[src/design/assert_macros.svh]
// assertion macros shared by the winding tester rtl
`ifndef ASSERT_MACROS_SVH
`define ASSERT_MACROS_SVH

// expression must hold at every clock edge outside reset
`define PIPW_ASSERT(lbl, expr, msg) \
  lbl: assert property (@(posedge clk) disable iff (!rst_n) (expr)) else $error(msg);

// consequent must hold in the same cycle as the antecedent
`define PIPW_ASSERT_IMP(lbl, ante, cons, msg) \
  lbl: assert property (@(posedge clk) disable iff (!rst_n) (ante) |-> (cons)) else $error(msg);

`endif

[src/design/pipw_pkg.sv]
// package with shared constants and types of the winding tester
`default_nettype none
package pipw_pkg;

  localparam int DEF_MAX_VERTICES = 64;
  localparam int DEF_COORD_WIDTH  = 16;
  localparam int VIDX_W           = 6;
  localparam int CFG_W            = 7;
  localparam int WCOUNT_W         = 8;
  localparam int QUEUE_DEPTH      = 4;

  localparam logic [CFG_W-1:0] VCOUNT_RST = 7'd3;

  localparam logic CMD_LOAD = 1'b0;
  localparam logic CMD_TEST = 1'b1;

  typedef struct packed {
    logic valid;
    logic first;
    logic last;
  } edge_ctl_t;

  typedef struct packed {
    logic done;
    logic inc;
    logic dec;
  } edge_res_t;

endpackage
`default_nettype wire

[src/design/pipw_front.sv]
// input side: accepts items and queues them for the back end
`default_nettype none
module pipw_front #(
  parameter int COORD_WIDTH = pipw_pkg::DEF_COORD_WIDTH
) (
  input  wire logic                            clk,
  input  wire logic                            rst_n,
  input  wire logic                            in_tvalid,
  output logic                                 in_tready,
  input  wire logic                            in_cmd,
  input  wire logic [pipw_pkg::VIDX_W-1:0]     in_idx,
  input  wire logic signed [COORD_WIDTH-1:0]   in_x,
  input  wire logic signed [COORD_WIDTH-1:0]   in_y,
  output logic                                 q_valid,
  input  wire logic                            q_ready,
  output logic                                 q_cmd,
  output logic [pipw_pkg::VIDX_W-1:0]          q_idx,
  output logic signed [COORD_WIDTH-1:0]        q_x,
  output logic signed [COORD_WIDTH-1:0]        q_y
);
  import pipw_pkg::*;

  localparam int ITEM_W = 1 + VIDX_W + 2 * COORD_WIDTH;
  localparam int PTR_W  = $clog2(QUEUE_DEPTH);
  localparam int CNT_W  = $clog2(QUEUE_DEPTH + 1);

  logic [ITEM_W-1:0] entry_r [QUEUE_DEPTH];
  logic [PTR_W-1:0]  wr_ptr_r, wr_ptr_nxt;
  logic [PTR_W-1:0]  rd_ptr_r, rd_ptr_nxt;
  logic [CNT_W-1:0]  cnt_r, cnt_nxt;
  logic              push, pop;
  logic [ITEM_W-1:0] head;

  assign in_tready = (cnt_r != CNT_W'(QUEUE_DEPTH));
  assign push      = in_tvalid && in_tready;
  assign q_valid   = (cnt_r != '0);
  assign pop       = q_valid && q_ready;

  assign head  = entry_r[rd_ptr_r];
  assign q_cmd = head[ITEM_W-1];
  assign q_idx = head[ITEM_W-2 -: VIDX_W];
  assign q_x   = $signed(head[2*COORD_WIDTH-1:COORD_WIDTH]);
  assign q_y   = $signed(head[COORD_WIDTH-1:0]);

  always_comb begin
    wr_ptr_nxt = wr_ptr_r;
    rd_ptr_nxt = rd_ptr_r;
    cnt_nxt    = cnt_r;
    if (push) begin
      wr_ptr_nxt = (wr_ptr_r == PTR_W'(QUEUE_DEPTH - 1)) ? '0 : wr_ptr_r + 1'b1;
    end
    if (pop) begin
      rd_ptr_nxt = (rd_ptr_r == PTR_W'(QUEUE_DEPTH - 1)) ? '0 : rd_ptr_r + 1'b1;
    end
    if (push && !pop) begin
      cnt_nxt = cnt_r + 1'b1;
    end else if (pop && !push) begin
      cnt_nxt = cnt_r - 1'b1;
    end
  end

  always_ff @(posedge clk) begin
    if (!rst_n) begin
      wr_ptr_r <= '0;
      rd_ptr_r <= '0;
      cnt_r    <= '0;
    end else begin
      wr_ptr_r <= wr_ptr_nxt;
      rd_ptr_r <= rd_ptr_nxt;
      cnt_r    <= cnt_nxt;
    end
  end

  always_ff @(posedge clk) begin
    if (push) begin
      entry_r[wr_ptr_r] <= {in_cmd, in_idx, in_x, in_y};
    end
  end

`include "assert_macros.svh"
  `PIPW_ASSERT(a_cnt_range, cnt_r <= CNT_W'(QUEUE_DEPTH), "queue count beyond depth")
  `PIPW_ASSERT_IMP(a_ptr_match, (cnt_r == '0) || (cnt_r == CNT_W'(QUEUE_DEPTH)), wr_ptr_r == rd_ptr_r, "queue pointers disagree with count")

endmodule
`default_nettype wire

[src/design/pipw_edge.sv]
// edge unit: exact cross product and crossing test, one edge per cycle
`default_nettype none
module pipw_edge #(
  parameter int COORD_WIDTH = pipw_pkg::DEF_COORD_WIDTH
) (
  input  wire logic                          clk,
  input  wire logic                          rst_n,
  input  wire pipw_pkg::edge_ctl_t           ctl,
  input  wire logic signed [COORD_WIDTH-1:0] vx,
  input  wire logic signed [COORD_WIDTH-1:0] vy,
  input  wire logic signed [COORD_WIDTH-1:0] rx,
  input  wire logic signed [COORD_WIDTH-1:0] ry,
  output pipw_pkg::edge_res_t                res
);
  import pipw_pkg::*;

  localparam int DW = COORD_WIDTH + 1;
  localparam int PW = 2 * DW;

  logic signed [COORD_WIDTH-1:0] px_r, py_r;
  logic signed [DW-1:0]          a_nxt, b_nxt, c_nxt, d_nxt;
  logic signed [DW-1:0]          a_r, b_r, c_r, d_r;
  logic                          va_r, la_r, upa_r, dna_r;
  logic signed [PW-1:0]          p1_r, p2_r;
  logic                          vb_r, lb_r, upb_r, dnb_r;
  logic signed [PW:0]            cross_v;
  logic                          up_nxt, dn_nxt;

  // p is the previous vertex, v the one just read, r the point
  assign a_nxt  = {vy[COORD_WIDTH-1], vy} - {py_r[COORD_WIDTH-1], py_r};
  assign b_nxt  = {rx[COORD_WIDTH-1], rx} - {vx[COORD_WIDTH-1], vx};
  assign c_nxt  = {vx[COORD_WIDTH-1], vx} - {px_r[COORD_WIDTH-1], px_r};
  assign d_nxt  = {ry[COORD_WIDTH-1], ry} - {vy[COORD_WIDTH-1], vy};
  assign up_nxt = (py_r <= ry) && (vy > ry);
  assign dn_nxt = (py_r > ry) && (vy <= ry);

  always_ff @(posedge clk) begin
    if (!rst_n) begin
      va_r <= 1'b0;
      la_r <= 1'b0;
      vb_r <= 1'b0;
      lb_r <= 1'b0;
    end else begin
      va_r <= ctl.valid && !ctl.first;
      la_r <= ctl.valid && ctl.last;
      vb_r <= va_r;
      lb_r <= la_r;
    end
  end

  always_ff @(posedge clk) begin
    if (ctl.valid) begin
      px_r <= vx;
      py_r <= vy;
    end
    a_r   <= a_nxt;
    b_r   <= b_nxt;
    c_r   <= c_nxt;
    d_r   <= d_nxt;
    upa_r <= up_nxt;
    dna_r <= dn_nxt;
    p1_r  <= a_r * b_r;
    p2_r  <= c_r * d_r;
    upb_r <= upa_r;
    dnb_r <= dna_r;
  end

  assign cross_v  = {p1_r[PW-1], p1_r} - {p2_r[PW-1], p2_r};
  assign res.done = lb_r;
  assign res.inc  = vb_r && upb_r && !cross_v[PW] && (cross_v != '0);
  assign res.dec  = vb_r && dnb_r && cross_v[PW];

endmodule
`default_nettype wire

[src/design/pipw_back.sv]
// back end: vertex store, edge walk sequencer, winding sum and result register
`default_nettype none
module pipw_back #(
  parameter int MAX_VERTICES = pipw_pkg::DEF_MAX_VERTICES,
  parameter int COORD_WIDTH  = pipw_pkg::DEF_COORD_WIDTH
) (
  input  wire logic                          clk,
  input  wire logic                          rst_n,
  input  wire logic [pipw_pkg::CFG_W-1:0]    vertex_count,
  input  wire logic                          q_valid,
  output logic                               q_ready,
  input  wire logic                          q_cmd,
  input  wire logic [pipw_pkg::VIDX_W-1:0]   q_idx,
  input  wire logic signed [COORD_WIDTH-1:0] q_x,
  input  wire logic signed [COORD_WIDTH-1:0] q_y,
  output logic                               out_tvalid,
  input  wire logic                          out_tready,
  output logic                               out_inside,
  output logic [pipw_pkg::WCOUNT_W-1:0]      out_count
);
  import pipw_pkg::*;

  localparam int ADDR_W = (MAX_VERTICES > 1) ? $clog2(MAX_VERTICES) : 1;
  localparam int CNT_W  = $clog2(MAX_VERTICES + 1);
  localparam int CW     = (CNT_W > CFG_W) ? CNT_W : CFG_W;
  localparam int IW     = ((ADDR_W > VIDX_W) ? ADDR_W : VIDX_W) + 1;
  localparam int WIND_W = (CNT_W + 1 > WCOUNT_W) ? CNT_W + 1 : WCOUNT_W;

  localparam logic [1:0] ST_IDLE  = 2'd0;
  localparam logic [1:0] ST_WALK  = 2'd1;
  localparam logic [1:0] ST_DRAIN = 2'd2;
  localparam logic [1:0] ST_DONE  = 2'd3;

  logic [2*COORD_WIDTH-1:0] mem [MAX_VERTICES];
  logic [2*COORD_WIDTH-1:0] rd_data_r;

  logic [1:0]                    state_r, state_nxt;
  logic [CNT_W-1:0]              n_r, n_nxt;
  logic [CNT_W-1:0]              k_r, k_nxt;
  logic [WIND_W-1:0]             wind_r, wind_nxt;
  logic signed [COORD_WIDTH-1:0] rx_r, ry_r;
  edge_ctl_t                     ctl_r, ctl_nxt;
  edge_res_t                     res;
  logic                          out_valid_r, out_valid_nxt;
  logic                          out_inside_r;
  logic [WCOUNT_W-1:0]           out_count_r;

  logic [CW-1:0]     cnt_ext, n_sat;
  logic [IW-1:0]     idx_ext;
  logic              slot_ok, wr_en, rd_en, start, finish;
  logic [ADDR_W-1:0] rd_addr;

  assign cnt_ext = CW'(vertex_count);
  assign n_sat   = (cnt_ext > CW'(MAX_VERTICES)) ? CW'(MAX_VERTICES) : cnt_ext;
  assign idx_ext = IW'(q_idx);
  assign slot_ok = idx_ext < IW'(MAX_VERTICES);

  assign q_ready = (state_r == ST_IDLE);
  assign wr_en   = q_ready && q_valid && (q_cmd == CMD_LOAD) && slot_ok;
  assign start   = q_ready && q_valid && (q_cmd == CMD_TEST);
  assign rd_en   = (state_r == ST_WALK);
  assign rd_addr = (k_r == n_r) ? '0 : k_r[ADDR_W-1:0];
  assign finish  = (state_r == ST_DONE) && (!out_valid_r || out_tready);

  always_comb begin
    state_nxt     = state_r;
    n_nxt         = n_r;
    k_nxt         = k_r;
    wind_nxt      = wind_r + WIND_W'(res.inc) - WIND_W'(res.dec);
    ctl_nxt.valid = rd_en;
    ctl_nxt.first = (k_r == '0);
    ctl_nxt.last  = (k_r == n_r);
    out_valid_nxt = out_valid_r && !out_tready;
    case (state_r)
      ST_IDLE: begin
        if (start) begin
          n_nxt     = n_sat[CNT_W-1:0];
          k_nxt     = '0;
          wind_nxt  = '0;
          state_nxt = ST_WALK;
        end
      end
      ST_WALK: begin
        k_nxt = k_r + 1'b1;
        if (k_r == n_r) begin
          state_nxt = ST_DRAIN;
        end
      end
      ST_DRAIN: begin
        if (res.done) begin
          state_nxt = ST_DONE;
        end
      end
      ST_DONE: begin
        if (finish) begin
          out_valid_nxt = 1'b1;
          state_nxt     = ST_IDLE;
        end
      end
      default: begin
        state_nxt = ST_IDLE;
      end
    endcase
  end

  always_ff @(posedge clk) begin
    if (!rst_n) begin
      state_r     <= ST_IDLE;
      ctl_r       <= '0;
      out_valid_r <= 1'b0;
    end else begin
      state_r     <= state_nxt;
      ctl_r       <= ctl_nxt;
      out_valid_r <= out_valid_nxt;
    end
  end

  always_ff @(posedge clk) begin
    n_r    <= n_nxt;
    k_r    <= k_nxt;
    wind_r <= wind_nxt;
    if (start) begin
      rx_r <= q_x;
      ry_r <= q_y;
    end
    if (finish) begin
      out_inside_r <= (wind_r != '0);
      out_count_r  <= wind_r[WCOUNT_W-1:0];
    end
  end

  always_ff @(posedge clk) begin
    if (wr_en) begin
      mem[idx_ext[ADDR_W-1:0]] <= {q_x, q_y};
    end
    if (rd_en) begin
      rd_data_r <= mem[rd_addr];
    end
  end

  pipw_edge #(
    .COORD_WIDTH(COORD_WIDTH)
  ) u_edge (
    .clk  (clk),
    .rst_n(rst_n),
    .ctl  (ctl_r),
    .vx   ($signed(rd_data_r[2*COORD_WIDTH-1:COORD_WIDTH])),
    .vy   ($signed(rd_data_r[COORD_WIDTH-1:0])),
    .rx   (rx_r),
    .ry   (ry_r),
    .res  (res)
  );

  assign out_tvalid = out_valid_r;
  assign out_inside = out_inside_r;
  assign out_count  = out_count_r;

`include "assert_macros.svh"
  `PIPW_ASSERT_IMP(a_walk_bound, state_r == ST_WALK, k_r <= n_r, "edge walk ran past vertex count")
  `PIPW_ASSERT_IMP(a_done_drain, res.done, state_r == ST_DRAIN, "walk end seen outside drain")

endmodule
`default_nettype wire

[src/design/point_in_polygon_winding.sv]
// Top level of the winding-number point-in-polygon tester.
// A load item passes the input queue and is written once the sequencer is idle, one load per cycle while no test runs.
// A test item walks every edge of the stored polygon: vertices are read, passed through the edge pipeline and summed.
// No new item is taken until a test's result is registered: one vertex read per cycle, then the edge pipeline drains.
// Reset clears the queue, sequencer and result valid flag and sets vertex_count to 3.
// The vertex store is not cleared; a vertex must be loaded before a test reads it.
`default_nettype none
module point_in_polygon_winding #(
  parameter int MAX_VERTICES = pipw_pkg::DEF_MAX_VERTICES,
  parameter int COORD_WIDTH  = pipw_pkg::DEF_COORD_WIDTH
) (
  input  wire logic                                clk,
  input  wire logic                                rst_n,
  // cfg_wr_data: vertex_count
  input  wire logic                                cfg_wr_en,
  input  wire logic [pipw_pkg::CFG_W-1:0]          cfg_wr_data,
  input  wire logic                                in_tvalid,
  output logic                                     in_tready,
  // in_tdata: vertex_index, coord_x, coord_y, zero fill
  input  wire logic [((pipw_pkg::VIDX_W + 2 * COORD_WIDTH + 7) / 8) * 8 - 1:0] in_tdata,
  // in_tuser: command
  input  wire logic                                in_tuser,
  output logic                                     out_tvalid,
  input  wire logic                                out_tready,
  // out_tdata: winding_count
  output logic [pipw_pkg::WCOUNT_W-1:0]            out_tdata,
  // out_tuser: inside_res
  output logic                                     out_tuser
);
  import pipw_pkg::*;

  logic [CFG_W-1:0]              vcount_r;
  logic                          q_valid, q_ready, q_cmd;
  logic [VIDX_W-1:0]             q_idx;
  logic signed [COORD_WIDTH-1:0] q_x, q_y;

  always_ff @(posedge clk) begin
    if (!rst_n) begin
      vcount_r <= VCOUNT_RST;
    end else if (cfg_wr_en) begin
      vcount_r <= cfg_wr_data;
    end
  end

  pipw_front #(
    .COORD_WIDTH(COORD_WIDTH)
  ) u_front (
    .clk      (clk),
    .rst_n    (rst_n),
    .in_tvalid(in_tvalid),
    .in_tready(in_tready),
    .in_cmd   (in_tuser),
    .in_idx   (in_tdata[VIDX_W-1:0]),
    .in_x     ($signed(in_tdata[VIDX_W+COORD_WIDTH-1:VIDX_W])),
    .in_y     ($signed(in_tdata[VIDX_W+2*COORD_WIDTH-1:VIDX_W+COORD_WIDTH])),
    .q_valid  (q_valid),
    .q_ready  (q_ready),
    .q_cmd    (q_cmd),
    .q_idx    (q_idx),
    .q_x      (q_x),
    .q_y      (q_y)
  );

  pipw_back #(
    .MAX_VERTICES(MAX_VERTICES),
    .COORD_WIDTH (COORD_WIDTH)
  ) u_back (
    .clk         (clk),
    .rst_n       (rst_n),
    .vertex_count(vcount_r),
    .q_valid     (q_valid),
    .q_ready     (q_ready),
    .q_cmd       (q_cmd),
    .q_idx       (q_idx),
    .q_x         (q_x),
    .q_y         (q_y),
    .out_tvalid  (out_tvalid),
    .out_tready  (out_tready),
    .out_inside  (out_tuser),
    .out_count   (out_tdata)
  );

endmodule
`default_nettype wire
[config.mk]
export PLATFORM = sky130hd
export DESIGN_NAME = point_in_polygon_winding
export DESIGN_NICKNAME = d
export VERILOG_FILES = /design/src/design/pipw_pkg.sv /design/src/design/pipw_front.sv /design/src/design/pipw_edge.sv /design/src/design/pipw_back.sv /design/src/design/point_in_polygon_winding.sv
export VERILOG_INCLUDE_DIRS = /design/src /design/src/design
export SDC_FILE = /design/constraint.sdc
export NUM_CORES = 2
export LEC_CHECK = 0
export BUFFER_PORTS_ARGS = -buffer_cell sky130_fd_sc_hd__buf_2
export CORE_ASPECT_RATIO = 1.5
export CORE_MARGIN = 8
export CORE_UTILIZATION = 40
export CTS_CLUSTER_DIAMETER = 60
export DETAILED_ROUTE_END_ITERATION = 10
export PLACE_DENSITY_LB_ADDON = 0.3
export SLEW_MARGIN = 30
export SYNTH_ARGS = -nofsm -noshare
export SYNTH_HDL_FRONTEND = slang
export SYNTH_SLANG_ARGS = --single-unit
[constraint.sdc]
create_clock -name clk -period 8.73 [get_ports clk]
set_input_delay 1.746 -clock clk [delete_from_list [all_inputs] [get_ports clk]]
set_output_delay 1.746 -clock clk [all_outputs]
set_load 0.1 [all_outputs]
==> key figures <==
Critical path
  – Reg2Reg Setup Slack: 1440 ps
  – Critical-path maximum fanout: 17
  – Worst setup EP type: flop
  – Critical setup path kind: reg2reg
  – Required @ worst endpoint: 9490 ps
  – FF-to-FF End: u_back.u_edge.p1_r[32]$_DFF_P_
  – Crit path launch type: flop
  – Launching point of the worst reg2reg path: u_back.u_edge.b_r[5]$_DFF_P_
  – Critical Path AT: 8050 ps
  – Reg2reg path depth: 23

GRT
  – Grt peak-use layer: met2
  – Initial antenna violation count: 15
  – Global routing usage on met3: 0.0218
  – Total congestion overflow: 0
  – First-pass GRT wire length: 509000 um
  – Largest net degree at the start of global routing: 172
  – GR Layer Usage met2: 0.373
  – Met1 global-route usage: 0.245
  – Vias in the first global route: 79479
  – Overall Global Routing Usage: 0.208

Yosys
  – Mapped Cells: 9464
  – Post-Syn Nets: 10424
  – Synth cell types: 81
  – Syn Area/Cell: 12.9 um2
  – Post-synthesis sequential area ratio: 0.599
  – Yosys reg bits: 2497
  – Post-synth EDFFs: 2323
  – FFs w/ async S/R, synth: 0
  – Syn. warnings: 0
  – Ys flop type: edfxtp_1
  – Post-Synthesis Cell Area: 122000 um2

STA
  – RSZ-0062 raised after global routing: false
  – Max-slew headroom: 0.281
  – Pin slew with the least headroom to its limit: 1080 ps
  – Setup TNS: 0 ps
  – Final Max Slew Viols: 0
  – Final Hold Violating Endpoints: 0
  – Max Freq: 0.137 GHz
  – Crit share post-route: 0.835
  – Final min period: 7290 ps
  – Setup slack after layout: 1440 ps
  – Skew final: 109 ps
  – Final setup fails: 0

Run
  – Max-Cap Viols: 0

Drt
  – WL/cell: 25.4 um
  – Vias per inst: 5.70
  – Routed WL: 346000 um
  – DR pass1 iterations: 8
  – DRC: 0
  – Vias: 77606
  – Antenna-violating nets left: 0
  – Iter 0 DRT Violations: 7500

Finish
  – FF/Latch Area: 73200 um2
  – Multi-input gate area: 44400 um2
  – Commonest non-fill, non-tap cell in the layout: edfxtp_1
  – Final layout net count: 10373
  – Leading cell types in the layout, fill and taps excluded: edfxtp_1, nand2_1, inv_1
  – Layout cells sized above 1: 0.0849
  – Area growth from synthesis to layout: 10.9%
  – FILL cells: 27072
  – Cell area after layout: 136000 um2

Floorplan
  – Die Ht: 693 um
  – Starting Density: 0.402
  – I/O pin total: 64
  – Total die area: 324000 um2
  – Core Footprint: 304000 um2
  – Site Rows: 248
  – Die Wd: 467 um

Clock network
  – Worst-path clk slew: 60 ps
  – Clock Latency Late Sink: 930 ps
  – Htree depth: 4
  – CTS Hold Bufs: 0
  – Root Buffer: clkbuf_16
  – Post-CTS Setup Inserts: 0
  – Clk sink count: 2497
  – Post-CTS resize count: 0
  – CTS Buf Count: 238
  – Clock Tree Buf Depth: 4
  – TritonCTS clock tree: yes

Worst hold path
  – Hold WC Path Type: reg2reg
  – Worst Hold Depth: 0
  – Hold endpoint: u_back.u_edge.upb_r$_DFF_P_
  – Hold Startpoint: u_back.u_edge.upa_r$_DFF_P_

Placement
  – Place WS: 1460 ps
  – Dpl cell area: 128000 um2
  – Detailed Place HPWL: 207000 um
  – Input/output buffers: 61
  – Global placer's final weighted congestion: 0.862

Status
  – Outcome: complete, no violations
stage by stage:
stage	util	instances	hold slack (ps)
5_1_grt	0.446	13608	329
6_report	0.446	13613	328
3_3_place_gp	0.420	13173	315
2_1_floorplan	-	9464	310
4_1_cts	0.446	13607	327
3_5_place_dp	0.420	13173	313
how the worst max path moves through the flow:
stage                                endpoint  slack, ps                          start  depth (start not counted)
2_1_floorplan  u_back.u_edge.p2_r[33]$_DFF_P_       2340  u_back.u_edge.c_r[16]$_DFF_P_                         22
3_3_place_gp   u_back.u_edge.p1_r[32]$_DFF_P_       1530   u_back.u_edge.b_r[4]$_DFF_P_                         23
3_5_place_dp   u_back.u_edge.p1_r[32]$_DFF_P_       1460   u_back.u_edge.b_r[5]$_DFF_P_                         23
4_1_cts        u_back.u_edge.p1_r[32]$_DFF_P_       1450   u_back.u_edge.b_r[5]$_DFF_P_                         23
5_1_grt        u_back.u_edge.p1_r[32]$_DFF_P_       1070   u_back.u_edge.b_r[5]$_DFF_P_                         23
6_report       u_back.u_edge.p1_r[32]$_DFF_P_       1440   u_back.u_edge.b_r[5]$_DFF_P_                         23
sequential cells by signal (all words and copies together), names as in the netlist, 17 cells and up, named ones only:
register and flops:
u_back.u_edge.d_r 17, u_back.rd_data_r 32, u_back.mem 2048, u_back.u_edge.b_r 17, u_back.u_edge.c_r 17, u_front.entry_r 156, u_back.u_edge.a_r 17, u_back.u_edge.p2_r 34
u_back.u_edge.p1_r 34
per-layer routing:
layer | part of all wire | up-vias
li1 | - | 33945
met4 | 0.065 | 2
met5 | 0.000038 | -
met1 | 0.36 | 39674
met3 | 0.061 | 864
met2 | 0.51 | 3121
logic make-up (layout without fill, tap and decap cells):
logic type | Yosys count | after routing | share of synthesized area
fa+ha+maj | 907 | 907 | 0.130
buf+inv | 1365 | 1508 | 0.0431
flops | 2497 | 2497 | 0.599
mux | 154 | 154 | 0.0219
xor+xnor | 136 | 136 | 0.00975
other cells | 0 | 6 | 0
simple gates | 2894 | 2894 | 0.113
compound gates | 1511 | 1511 | 0.0837
final cells by class:
cell class,count,area share
Inverter,805,0.0224
Tap cell,4000,0.0369
Multi-Input combinational cell,5602,0.327
Sequential cell,2497,0.540
Timing Repair Buffer,269,0.0156
Clock buffer,306,0.0469
Antenna cell,6,0.000111
Clock inverter,128,0.0101
critical path: stages (launching register included):
cell	delay, ps
dfxtp_1	890
and2_1	270
fa_1	420
inv_1	100
fa_1	440
fa_1	510
inv_1	50
fa_1	530
fa_1	500
inv_1	60
fa_1	480
inv_1	60
ha_1	360
a21o_1	180
a21o_1	180
a21oi_1	170
o211ai_1	160
a41oi_1	410
o21ai_1	200
o41ai_1	420
nor2_1	100
a211oi_1	390
a21oi_1	140
xor2_1	170
synthesized netlist by cell type, types with 174 or more instances:
master / instances / area share
clkbuf_1: 402 / 0.012
and2_1: 307 / 0.016
fa_1: 599 / 0.098
nand3_1: 468 / 0.019
edfxtp_1: 2323 / 0.57
ha_1: 308 / 0.032
o211ai_1: 377 / 0.023
inv_1: 803 / 0.025
nand2_1: 1185 / 0.036
dfxtp_1: 174 / 0.028
nor2_1: 300 / 0.0092
or3_1: 384 / 0.020
a21oi_1: 486 / 0.020
Power is left out: the tool's default activity adds up to more than one toggle a clock period on the data nets, which glitch-free logic cannot reach.
